`src/rtl/ngzp_pkg.sv`:
```
package ngzp_pkg;
    localparam int unsigned MAX_YEAR = 9999;
    localparam logic [2:0] ST_IDLE = 3'd0;
    localparam logic [2:0] ST_CONV = 3'd1;
    localparam logic [2:0] ST_OUT  = 3'd2;
    localparam logic [1:0] KIND_OTHER = 2'd0;
    localparam logic [1:0] KIND_GGA   = 2'd1;
    localparam logic [1:0] KIND_ZDA   = 2'd2;

    function automatic logic [8:0] days_before_month(input logic [3:0] m);
        logic [8:0] r;
        begin
            case (m)
                4'd2: r = 9'd31;
                4'd3: r = 9'd59;
                4'd4: r = 9'd90;
                4'd5: r = 9'd120;
                4'd6: r = 9'd151;
                4'd7: r = 9'd181;
                4'd8: r = 9'd212;
                4'd9: r = 9'd243;
                4'd10: r = 9'd273;
                4'd11: r = 9'd304;
                4'd12: r = 9'd334;
                default: r = 9'd0;
            endcase
            return r;
        end
    endfunction
endpackage

```
`src/rtl/nmea_gga_zda_sentence_parser.sv`:
```
// channel | signals                                   | dir
// in      | char_byte, end_of_sentence, valid/ready   | in
// out     | sentence_kind .. utc_second, valid/ready  | out
// A byte that does not end a sentence is taken without leaving the idle state.
// On the final byte of a ZDA sentence whose date fields pass, a sequencer runs one
// shared 24x24 multiply-add/subtract step by step (time split, leap test, days, seconds);
// other final bytes go straight to the result. The result is held until taken and
// no byte is taken meanwhile.
// rst_n asynchronously clears all state.
module nmea_gga_zda_sentence_parser (
    input  logic        clk,
    input  logic        rst_n,
    input  logic [7:0]  char_byte,
    input  logic        end_of_sentence,
    input  logic        in_valid,
    output logic        in_ready,
    output logic [1:0]  sentence_kind,
    output logic        checksum_ok,
    output logic        has_fix,
    output logic        time_valid,
    output logic [37:0] utc_second,
    output logic        out_valid,
    input  logic        out_ready
);
    logic [2:0]  state_reg;
    logic [7:0]  ck_reg;
    logic [2:0]  pos_reg;
    logic        lead_reg, star_reg, open_reg;
    logic [1:0]  hexc_reg;
    logic [7:0]  hexv_reg;
    logic [23:0] type_reg;
    logic [2:0]  comma_reg;
    logic [1:0]  qual_reg, tps_reg;
    logic [19:0] tacc_reg;
    logic [6:0]  day_reg, mon_reg;
    logic [13:0] year_reg;
    logic [3:0]  step_reg;
    logic [37:0] acc_reg;
    logic [19:0] rem_reg;
    logic [6:0]  hh_reg;
    logic [6:0]  mm_reg, ss_reg;
    logic [7:0]  q1_reg, q2_reg;

    logic        acc_in;
    logic        digit;
    logic [3:0]  dval;
    logic [4:0]  hexd;

    assign in_ready = (state_reg == ngzp_pkg::ST_IDLE);
    assign acc_in = in_valid && in_ready;
    assign out_valid = (state_reg == ngzp_pkg::ST_OUT);
    assign digit = (char_byte >= 8'h30) && (char_byte <= 8'h39);
    assign dval = 4'(char_byte - 8'h30);

    always_comb
    begin
        if (digit) hexd = {1'b0, dval};
        else if (char_byte >= 8'h41 && char_byte <= 8'h46) hexd = 5'(char_byte - 8'h37);
        else if (char_byte >= 8'h61 && char_byte <= 8'h66) hexd = 5'(char_byte - 8'h57);
        else hexd = 5'd16;
    end

    // parse-time values of the sentence including the current byte
    logic [7:0]  n_ck, n_hexv;
    logic [2:0]  n_pos, n_comma;
    logic        n_lead, n_star, n_open;
    logic [1:0]  n_hexc, n_qual, n_tps;
    logic [23:0] n_type;
    logic [19:0] n_tacc;
    logic [6:0]  n_day, n_mon;
    logic [13:0] n_year;
    logic [23:0] t10;
    logic [10:0] d10;
    logic [17:0] y10;

    always_comb
    begin
        n_ck = ck_reg; n_hexv = hexv_reg; n_pos = pos_reg; n_comma = comma_reg;
        n_lead = lead_reg; n_star = star_reg; n_open = open_reg; n_hexc = hexc_reg;
        n_qual = qual_reg; n_tps = tps_reg; n_type = type_reg; n_tacc = tacc_reg;
        n_day = day_reg; n_mon = mon_reg; n_year = year_reg;
        t10 = 24'(tacc_reg) * 24'd10 + 24'(dval);
        d10 = 11'(comma_reg == 3'd2 ? day_reg : mon_reg) * 11'd10 + 11'(dval);
        y10 = 18'(year_reg) * 18'd10 + 18'(dval);
        if (pos_reg == 3'd0) n_lead = (char_byte == 8'h24);
        if (pos_reg >= 3'd3 && pos_reg <= 3'd5) n_type = {type_reg[15:0], char_byte};
        if (!star_reg) begin
            if (char_byte == 8'h2A) n_star = 1'b1;
            else if (pos_reg >= 3'd1) n_ck = ck_reg ^ char_byte;
        end else if (hexc_reg < 2'd2) begin
            if (!hexd[4]) begin
                n_hexv = {hexv_reg[3:0], hexd[3:0]};
                n_hexc = hexc_reg + 2'd1;
            end else n_hexc = 2'd3;
        end
        if (comma_reg == 3'd6) begin
            if (qual_reg == 2'd0)
                n_qual = (char_byte >= 8'h31 && char_byte <= 8'h39) ? 2'd1 : 2'd3;
            else if (qual_reg == 2'd1)
                n_qual = (char_byte == 8'h2C || char_byte == 8'h2A) ? 2'd2 : 2'd3;
        end
        if (comma_reg == 3'd1 && tps_reg != 2'd3) begin
            if (digit) begin
                if (tps_reg == 2'd0 || tps_reg == 2'd1) begin
                    n_tps = 2'd1;
                    n_tacc = (t10 > 24'hFFFFF) ? 20'hFFFFF : t10[19:0];
                end
            end else if (char_byte == 8'h2E) n_tps = (tps_reg == 2'd1) ? 2'd2 : 2'd3;
            else if (char_byte == 8'h2C) begin
                if (tps_reg == 2'd0) n_tps = 2'd3;
            end else n_tps = 2'd3;
        end
        if (comma_reg >= 3'd2 && comma_reg <= 3'd4 && open_reg) begin
            if (!digit) n_open = 1'b0;
            else if (comma_reg == 3'd2) n_day = (d10 > 11'd127) ? 7'd127 : d10[6:0];
            else if (comma_reg == 3'd3) n_mon = (d10 > 11'd127) ? 7'd127 : d10[6:0];
            else n_year = (y10 > 18'd16383) ? 14'd16383 : y10[13:0];
        end
        if (char_byte == 8'h2C) begin
            if (comma_reg < 3'd7) n_comma = comma_reg + 3'd1;
            n_open = 1'b1;
        end
        if (pos_reg < 3'd7) n_pos = pos_reg + 3'd1;
    end

    logic       ck, ok_zda, leap, rng, tm_ok;
    logic [1:0] kind;
    assign ck = n_lead && n_star && (n_hexc == 2'd2) && (n_hexv == n_ck);
    always_comb
    begin
        kind = ngzp_pkg::KIND_OTHER;
        if (ck && n_pos >= 3'd6) begin
            if (n_type == 24'h474741) kind = ngzp_pkg::KIND_GGA;
            else if (n_type == 24'h5A4441) kind = ngzp_pkg::KIND_ZDA;
        end
    end
    assign rng = (32'(n_year) >= 32'd1970) && (32'(n_year) <= ngzp_pkg::MAX_YEAR)
        && n_mon >= 7'd1 && n_mon <= 7'd12 && n_day >= 7'd1 && n_day <= 7'd31;
    assign ok_zda = (kind == ngzp_pkg::KIND_ZDA) && n_comma >= 3'd4
        && (n_tps == 2'd1 || n_tps == 2'd2) && rng;
    assign tm_ok = (hh_reg <= 7'd23) && (mm_reg <= 7'd59) && (ss_reg <= 7'd60);

    // shared unit: acc +/- a*b; divisions by 100 and 10000 by reciprocal multiply
    logic [23:0] mul_a, mul_b;
    logic        sub_op;
    logic [47:0] prod;
    logic [37:0] mac;
    assign prod = mul_a * mul_b;
    assign mac = sub_op ? acc_reg - prod[37:0] : acc_reg + prod[37:0];
    logic [13:0] ym1;
    assign ym1 = year_reg - 14'd1;
    always_comb
    begin
        mul_a = 24'd0; mul_b = 24'd0; sub_op = 1'b0;
        case (step_reg)
            4'd0: begin mul_a = 24'(rem_reg); mul_b = 24'd1717987; end
            4'd1: begin mul_a = 24'(hh_reg); mul_b = 24'd10000; end
            4'd2: begin mul_a = 24'(rem_reg[13:0]); mul_b = 24'd10486; end
            4'd3: begin mul_a = 24'(mm_reg); mul_b = 24'd100; end
            4'd4: begin mul_a = 24'(ym1); mul_b = 24'd10486; end
            4'd5: begin mul_a = 24'(year_reg); mul_b = 24'd10486; end
            4'd6: begin mul_a = 24'(ym1); mul_b = 24'd365; end
            4'd7: begin mul_a = 24'(ym1[13:2]); mul_b = 24'd1; end
            4'd8: begin mul_a = 24'(q1_reg); mul_b = 24'd1; sub_op = 1'b1; end
            4'd9: begin mul_a = 24'(q1_reg[7:2]); mul_b = 24'd1; end
            4'd10: begin mul_a = 24'd719162; mul_b = 24'd1; sub_op = 1'b1; end
            4'd11: begin
                mul_a = 24'(ngzp_pkg::days_before_month(mon_reg[3:0]))
                    + 24'(day_reg) - 24'd1 + 24'(leap && mon_reg > 7'd2);
                mul_b = 24'd1;
            end
            4'd12: begin mul_a = acc_reg[23:0]; mul_b = 24'd86399; end
            4'd13: begin mul_a = 24'(hh_reg); mul_b = 24'd3600; end
            4'd14: begin mul_a = 24'(mm_reg); mul_b = 24'd60; end
            4'd15: begin mul_a = 24'(ss_reg); mul_b = 24'd1; end
            default: begin mul_a = 24'd0; mul_b = 24'd0; end
        endcase
    end
    // year divisible by 100 when year/100 differs from (year-1)/100, same for 400
    assign leap = (year_reg[1:0] == 2'd0)
        && ((q2_reg == q1_reg) || (q2_reg[7:2] != q1_reg[7:2]));

    always_ff @(posedge clk or negedge rst_n)
    begin
        if (!rst_n) begin
            state_reg <= ngzp_pkg::ST_IDLE;
            ck_reg <= '0; pos_reg <= '0; lead_reg <= 1'b0; star_reg <= 1'b0;
            open_reg <= 1'b0; hexc_reg <= '0; hexv_reg <= '0; type_reg <= '0;
            comma_reg <= '0; qual_reg <= '0; tps_reg <= '0; tacc_reg <= '0;
            day_reg <= '0; mon_reg <= '0; year_reg <= '0; step_reg <= '0;
        end else begin
            case (state_reg)
                ngzp_pkg::ST_IDLE:
                begin
                    if (acc_in) begin
                        if (!end_of_sentence) begin
                            ck_reg <= n_ck; pos_reg <= n_pos; lead_reg <= n_lead;
                            star_reg <= n_star; open_reg <= n_open; hexc_reg <= n_hexc;
                            hexv_reg <= n_hexv; type_reg <= n_type; comma_reg <= n_comma;
                            qual_reg <= n_qual; tps_reg <= n_tps; tacc_reg <= n_tacc;
                            day_reg <= n_day; mon_reg <= n_mon; year_reg <= n_year;
                        end else begin
                            ck_reg <= '0; pos_reg <= '0; lead_reg <= 1'b0;
                            star_reg <= 1'b0; open_reg <= 1'b0; hexc_reg <= '0;
                            hexv_reg <= '0; type_reg <= '0; comma_reg <= '0;
                            qual_reg <= '0; tps_reg <= '0; tacc_reg <= '0;
                            day_reg <= n_day; mon_reg <= n_mon; year_reg <= n_year;
                            step_reg <= '0;
                            state_reg <= ok_zda ? ngzp_pkg::ST_CONV : ngzp_pkg::ST_OUT;
                        end
                    end
                end
                ngzp_pkg::ST_CONV:
                begin
                    step_reg <= step_reg + 4'd1;
                    if (step_reg == 4'd15) state_reg <= ngzp_pkg::ST_OUT;
                end
                ngzp_pkg::ST_OUT:
                begin
                    if (out_ready) begin
                        state_reg <= ngzp_pkg::ST_IDLE;
                        day_reg <= '0; mon_reg <= '0; year_reg <= '0;
                    end
                end
                default: state_reg <= ngzp_pkg::ST_IDLE;
            endcase
        end
    end

    always_ff @(posedge clk or negedge rst_n)
    begin
        if (!rst_n) begin
            sentence_kind <= ngzp_pkg::KIND_OTHER;
            checksum_ok <= 1'b0;
            has_fix <= 1'b0;
            time_valid <= 1'b0;
            acc_reg <= '0;
            rem_reg <= '0;
            hh_reg <= '0;
            mm_reg <= '0;
            ss_reg <= '0;
            q1_reg <= '0;
            q2_reg <= '0;
        end else if (acc_in && end_of_sentence) begin
            sentence_kind <= kind;
            checksum_ok <= ck;
            has_fix <= (kind == ngzp_pkg::KIND_GGA) && (n_qual == 2'd2);
            time_valid <= ok_zda;
            acc_reg <= '0;
            rem_reg <= n_tacc;
        end else if (state_reg == ngzp_pkg::ST_CONV) begin
            case (step_reg)
                4'd0: hh_reg <= prod[40:34];
                4'd1: rem_reg <= rem_reg - prod[19:0];
                4'd2: mm_reg <= prod[26:20];
                4'd3: ss_reg <= rem_reg[6:0] - prod[6:0];
                4'd4: q1_reg <= prod[27:20];
                4'd5:
                begin
                    q2_reg <= prod[27:20];
                    time_valid <= time_valid && tm_ok;
                end
                default: acc_reg <= mac;
            endcase
        end
    end
    assign utc_second = time_valid ? acc_reg : 38'd0;
endmodule

```
`config.mk`:
```
export PLATFORM = sky130hd
export DESIGN_NAME = nmea_gga_zda_sentence_parser
export DESIGN_NICKNAME = d
export VERILOG_FILES = /design/src/rtl/ngzp_pkg.sv /design/src/rtl/nmea_gga_zda_sentence_parser.sv
export SDC_FILE = /design/constraint.sdc
export NUM_CORES = 2
export LEC_CHECK = 0
export ABC_AREA = 1
export BUFFER_PORTS_ARGS = -buffer_cell sky130_fd_sc_hd__buf_2
export CAP_MARGIN = 20
export CORE_MARGIN = 5
export CORE_UTILIZATION = 59
export CTS_BUF_LIST = sky130_fd_sc_hd__clkbuf_8
export DETAILED_ROUTE_END_ITERATION = 10
export HOLD_SLACK_MARGIN = 0.02
export PLACE_DENSITY_LB_ADDON = 0.25
export REMOVE_ABC_BUFFERS = 1
export SLEW_MARGIN = 20
export SYNTH_ARGS = -nofsm -noshare
export SYNTH_HDL_FRONTEND = slang
export SYNTH_SLANG_ARGS = --single-unit
```
`constraint.sdc`:
```
create_clock -name clk -period 15 [get_ports clk]
set_input_delay 0.75 -clock clk [delete_from_list [all_inputs] [get_ports clk]]
set_output_delay 0.75 -clock clk [all_outputs]
set_load 0.05 [all_outputs]
```
Word level (Yosys, flattened, before mapping)
Memories as Yosys holds them, arrays and structs flattened.
Cells that the tools add are included.
{"block": "classes", "n_addsub": 18, "n_mul": 4, "div_mod_pow": 0, "n_lt_le_gt_ge": 30, "n_eq_ne": 45, "shift": 0, "muxes": 99, "bitwise": 2, "reduce_logical": 64}
{"op": "$pmux W24 S13", "count": 1}
{"op": "$pmux W24 S9", "count": 1}
{"op": "$mux W38", "count": 5}
{"op": "$mux W20", "count": 8}
{"op": "$mux W14", "count": 7}
{"op": "$mux W7", "count": 12}
{"op": "$mux W8", "count": 8}
{"op": "$eq A24 B23 Y1 const B", "count": 2}
{"op": "$mux W24", "count": 2}
{"op": "$mul A24 B24 Y41", "count": 1}
{"op": "$mux W2", "count": 20}
{"op": "$add A38 B38 Y38", "count": 1}
{"op": "$sub A38 B38 Y38", "count": 1}
{"op": "$eq A4 B4 Y1 const B", "count": 8}
{"op": "$eq A8 B6 Y1 const B", "count": 4}
{"op": "$logic_and A1 B1 Y1", "count": 28}
{"op": "$pmux W14 S2", "count": 1}
{"op": "$pmux W7 S2", "count": 2}
{"op": "$mux W3", "count": 9}
{"op": "$add A24 B4 Y24", "count": 1}
{"op": "$gt A24 B20 Y1 const B", "count": 1}
{"op": "$mul A20 B3 Y23 const B", "count": 1}
{"op": "$reduce_and A3 Y1", "count": 7}
{"op": "$sub A20 B20 Y20", "count": 1}
{"op": "65 further kinds", "count": 130}
{"block": "totals", "ff_bits": 210, "latchBits": 0, "mem_bits_rw": 0, "mem_bits_ro": 144, "input_bits": 13, "out_inout_bits": 45, "elab_cells": 291, "n_memories": 1}
{"name": "(no name shown)", "words": 16, "word_bits": 9, "read_ports": 1, "rd_clocked_by_memory_dff": 0, "write_ports": 0, "line_no": "ngzp_pkg.sv:13", "rtl": "case (m)"}

Depth between registers and ports, before layout
{"block": "logic_depth", "depth_word": 21, "ltp_mapped": 78, "depth_no_buf": 78}

Worst setup path after synthesis
Ideal clock, no wire load.
{"block": "synth_timing", "path_kind": "register to register", "startpoint": "reg mon_reg[1]", "endpoint": "reg acc_reg[37]", "setup_time_ns": 0.118, "arrival_time_ns": 11.267, "t_required_ns": 14.882, "path_slack_ns": 3.615, "path_stages_with_launch": 64, "path_buffers": 0, "synth_period_minus_slack_ns": 11.385, "path_cell_list": "dfrtp_1 inv_1 ha_1 a21oi_1 nand2_1 o21ai_0 ha_1 inv_1 ha_1 inv_1 fa_1 o31ai_2 a21oi_1 o21ai_2 a21oi_1 o21bai_1 xor2_1 nand3_1 (+28 left out) xnor2_1 nand3_1 nor3_1 nand3b_1 xor2_1 nand2_1 o21ai_0 ha_1 nand2_1 nor2_1 inv_1 nor4_1 nand3_1 nand3_1 xnor2_1 nand3b_1 nand3_1 nand2_1"}
{"block": "synth_via", "elab_chain_len": 12, "word_cells_on_any_way": 15, "cone_classes": "add/sub (5); mul (1); order compare (1); mux (6); reduce/logical (1); memory (1)"}
{"item": "start: declaration", "line_no": "nmea_gga_zda_sentence_parser.sv:35", "rtl": "logic [6:0] day_reg, mon_reg;"}
{"item": "start signal: assignment", "line_no": "nmea_gga_zda_sentence_parser.sv:201", "rtl": "day_reg <= n_day; mon_reg <= n_mon; year_reg <= n_year;"}
{"item": "start signal: assignment", "line_no": "nmea_gga_zda_sentence_parser.sv:207", "rtl": "day_reg <= n_day; mon_reg <= n_mon; year_reg <= n_year;"}
{"item": "$mem_v2 Z16 W9"}
{"item": "$mux W9", "line_no": "nmea_gga_zda_sentence_parser.sv:155", "rtl": "case (step_reg)"}
{"item": "$add A9 B7 Y10", "line_no": "nmea_gga_zda_sentence_parser.sv:169", "rtl": "+ 24'(day_reg) - 24'd1 + 24'(leap && mon_reg > 7'd2);"}
{"item": "$sub A10 B1 Y11", "line_no": "nmea_gga_zda_sentence_parser.sv:169"}
{"item": "$add A11 B2 Y12 *", "line_no": "nmea_gga_zda_sentence_parser.sv:169"}
{"item": "$pmux W24 S13 *", "line_no": "nmea_gga_zda_sentence_parser.sv:155"}
{"item": "$mul A24 B24 Y41 *", "line_no": "nmea_gga_zda_sentence_parser.sv:148", "rtl": "assign prod = mul_a * mul_b;"}
{"item": "$add A38 B38 Y38 or $sub A38 B38 Y38 (tied branches)", "line_no": "nmea_gga_zda_sentence_parser.sv:149", "rtl": "assign mac = sub_op ? acc_reg - prod[37:0] : acc_reg + prod[37:0];"}
{"item": "$mux W38 *", "line_no": "nmea_gga_zda_sentence_parser.sv:149"}
{"item": "$mux W38 *", "line_no": "nmea_gga_zda_sentence_parser.sv:252", "rtl": "case (step_reg)"}
{"item": "$mux W38 *", "line_no": "nmea_gga_zda_sentence_parser.sv:251", "rtl": "end else if (state_reg == ngzp_pkg::ST_CONV) begin"}
{"item": "$mux W38 *", "line_no": "nmea_gga_zda_sentence_parser.sv:244", "rtl": "end else if (acc_in && end_of_sentence) begin"}
{"item": "end signal: assignment", "line_no": "nmea_gga_zda_sentence_parser.sv:263", "rtl": "default: acc_reg <= mac;"}
{"item": "end: declaration", "line_no": "nmea_gga_zda_sentence_parser.sv:38", "rtl": "logic [37:0] acc_reg;"}
Every way passes the cells marked *; elsewhere a longest branch is shown, timed or not. The select of a mux whose other input is x is not followed.
A chain may end at the register's enable or synchronous reset.

Final worst setup path
Same ends and word-level chain as after synthesis.

==> flow_metrics.tcl <==
set metrics [dict create \
    endpoint_kind "register" \
    grt_pass1_wl_um 174000 \
    routabilityCongestion 1.03 \
    required_ns 15.44 \
    crit_type "reg2reg" \
    top_usage_layer "met2" \
    async_flop_share_pct 100 \
    avgSynthCellArea_um2 7.25 \
    layout_setup_ws_ns 1.31 \
    cts_made_buffers 38 \
    path_common_cell "inv_1" \
    largest_reg_flops 38 \
    fin_util_pct 62.6 \
    synthCells 4940 \
    grtUsageMet3_pct 5.24 \
    crit_fanout 9 \
    grt_max_degree 86 \
    path_clk_slew_ns 0.06 \
    drt_iter0_markers 2729 \
    synth_flop_cell "dfrtp_1" \
    synth-warning-count 0 \
    place_hpwl_um 90700 \
    wl_per_cell_um 18.8 \
    die-area_um2 65700 \
    reg2reg_slack_ns 1.31 \
    diodes 0 \
    io_buffers 57 \
    final_common_cell "inv_1" \
    drive_gt1_share_pct 6.39 \
    synth_edf_count 0 \
    synth_top_cell_area_share_pct 20.9 \
    dr_total_vias 32500 \
    dr.pass1.iters 9 \
    routed_via_density 5.62 \
    synth.distinct_cells 85 \
    use_met1_pct 47.9 \
    start_util_pct 59.4 \
    ctsHoldBuffers 0 \
    synth_area_leaders "fa_1, dfrtp_1, ha_1" \
    setup-tns-final_ns 0 \
    die_x_um 256 \
    cts_root_buf "clkbuf_8" \
    yosysSeqAreaShare_pct 14.6 \
    pre_cts_ws_ns 1.56 \
    h-tree-depth 2 \
    final_cell_mix "inv_1, nand2_1, nor2_1, fa_1, ha_1" \
    tightest_slew_ns 1.11 \
    boundaryPins 58 \
    yosysTopAreaCell "fa_1" \
    drc_errors 0 \
    syn_to_final_growth_pct 5.29 \
    cts_resized 0 \
    post_cts_buffers 0 \
    finalHoldViolCount 0 \
    critPathMaxStageDelay_ns 0.76 \
    clock-sinks 209 \
    final_nets 5733 \
    clk_latency_ns 0.60 \
    core-area_um2 60200 \
    fmax_mhz 73.1 \
    ys_ff_latch 209 \
    grt_pass1_vias 31600 \
    track_usage_pct 32.9 \
    finalClockSkew_ns 0.0511 \
    ant_nets 0 \
    min_path_type "in2async" \
    syn-cell-area_um2 35800 \
    startpoint_type "register" \
    cts_tree "done" \
    grt_overflow 0 \
    crit_start "mon_reg[1]$_DFFE_PN0P_" \
    r2r_start "mon_reg[1]$_DFFE_PN0P_" \
    antenna_found_initial 0 \
    status "completed" \
    arrival_ns 14.12 \
    report.final.setup_viol 0 \
    die_y_um 256 \
    slew_viol_final 0 \
    drv_cap 0 \
    grt_util_met2_pct 50.1 \
    rsz0062_at_grt "no" \
    wl_um 109000 \
    finalCritPeriodShare_pct 91.2 \
    clockBufferDepth 3 \
    finalCriticalPeriod_ns 13.69 \
    slowest_stage "xnor2_1" \
    slew_headroom_pct 25.6 \
    rows 90 \
]
[per-stage QoR]
step	cells	hold WS [ns]	area, um2
after detailed placement	5717	0.474	36900
after CTS	5786	0.202	37700
final	5786	0.198	37700
after global routing	5786	0.247	37700
after floorplan	4854	0.453	35400
after global placement	5717	0.457	36900
[area by class of cell]
class	instances	area, um2
Clock buffer	51	702
Clock inverter	18	97.6
Fill cell	5607	22600
Inverter	1165	4380
Multi-Input combinational cell	3480	25800
Sequential cell	209	5230
Tap cell	782	978
Timing Repair Buffer	81	475
[final timing paths]
check                                           end  depth (start not counted)
setup / recovery            acc_reg[37]$_DFFE_PN0P_                         64
hold / removal             tacc_reg[19]$_DFFE_PN0P_                          1
setup reg to reg            acc_reg[37]$_DFFE_PN0P_                         64
hold reg to reg               mm_reg[0]$_DFFE_PN0P_                          2
max in group asynchronous    mon_reg[1]$_DFFE_PN0P_                          3
min in group clk              mm_reg[0]$_DFFE_PN0P_                          2
[critical path: cells and delay by family (launching register included)]
family          cells  cell delay, ns
fa+ha+maj          13            5.42
xor+xnor            4            1.25
compound gates     11            1.95
simple gates       24            3.30
flops               1            0.48
buf+inv            12            1.09
[cells by family (layout without fill, tap and decap cells)]
kind of cell	after synthesis	after routing	synth area share, %
other cells	2	12	0.0210
xor+xnor	157	157	4.10
flops	209	209	14.6
mux	5	5	0.147
buf+inv	1261	1315	13.4
compound gates	690	690	11.3
simple gates	1871	1871	22.5
fa+ha+maj	745	745	33.9
[layer usage]
layer / up-vias / share of wire [%] / wire length (um)
met5: - / 0 / 0
li1: 15500 / - / -
met1: 15400 / 44 / 48000
met2: 1377 / 43 / 47200
met4: 0 / 4.4 / 4820
met3: 264 / 8.2 / 8970
[cells in the mapped netlist, types with 11 or more instances]
library cell and number:
a21oi_1 205, a221oi_1 13, clkbuf_1 75, clkinv_1 11, dfrtp_1 209, fa_1 374
ha_1 371, inv_1 1128, inv_2 25, nand2_1 1009, nand2_2 21, nand3_1 160
nand3_2 12, nand3b_1 12, nand4_1 66, nor2_1 447, nor2_2 19, nor3_1 41
nor4_1 16, o211ai_1 13, o21ai_0 241, o21ai_1 15, o22ai_1 98, or2_2 23
xnor2_1 46, xor2_1 100
Power is left out: the tool's default activity adds up to more than one toggle a clock period on the data nets, which glitch-free logic cannot reach.
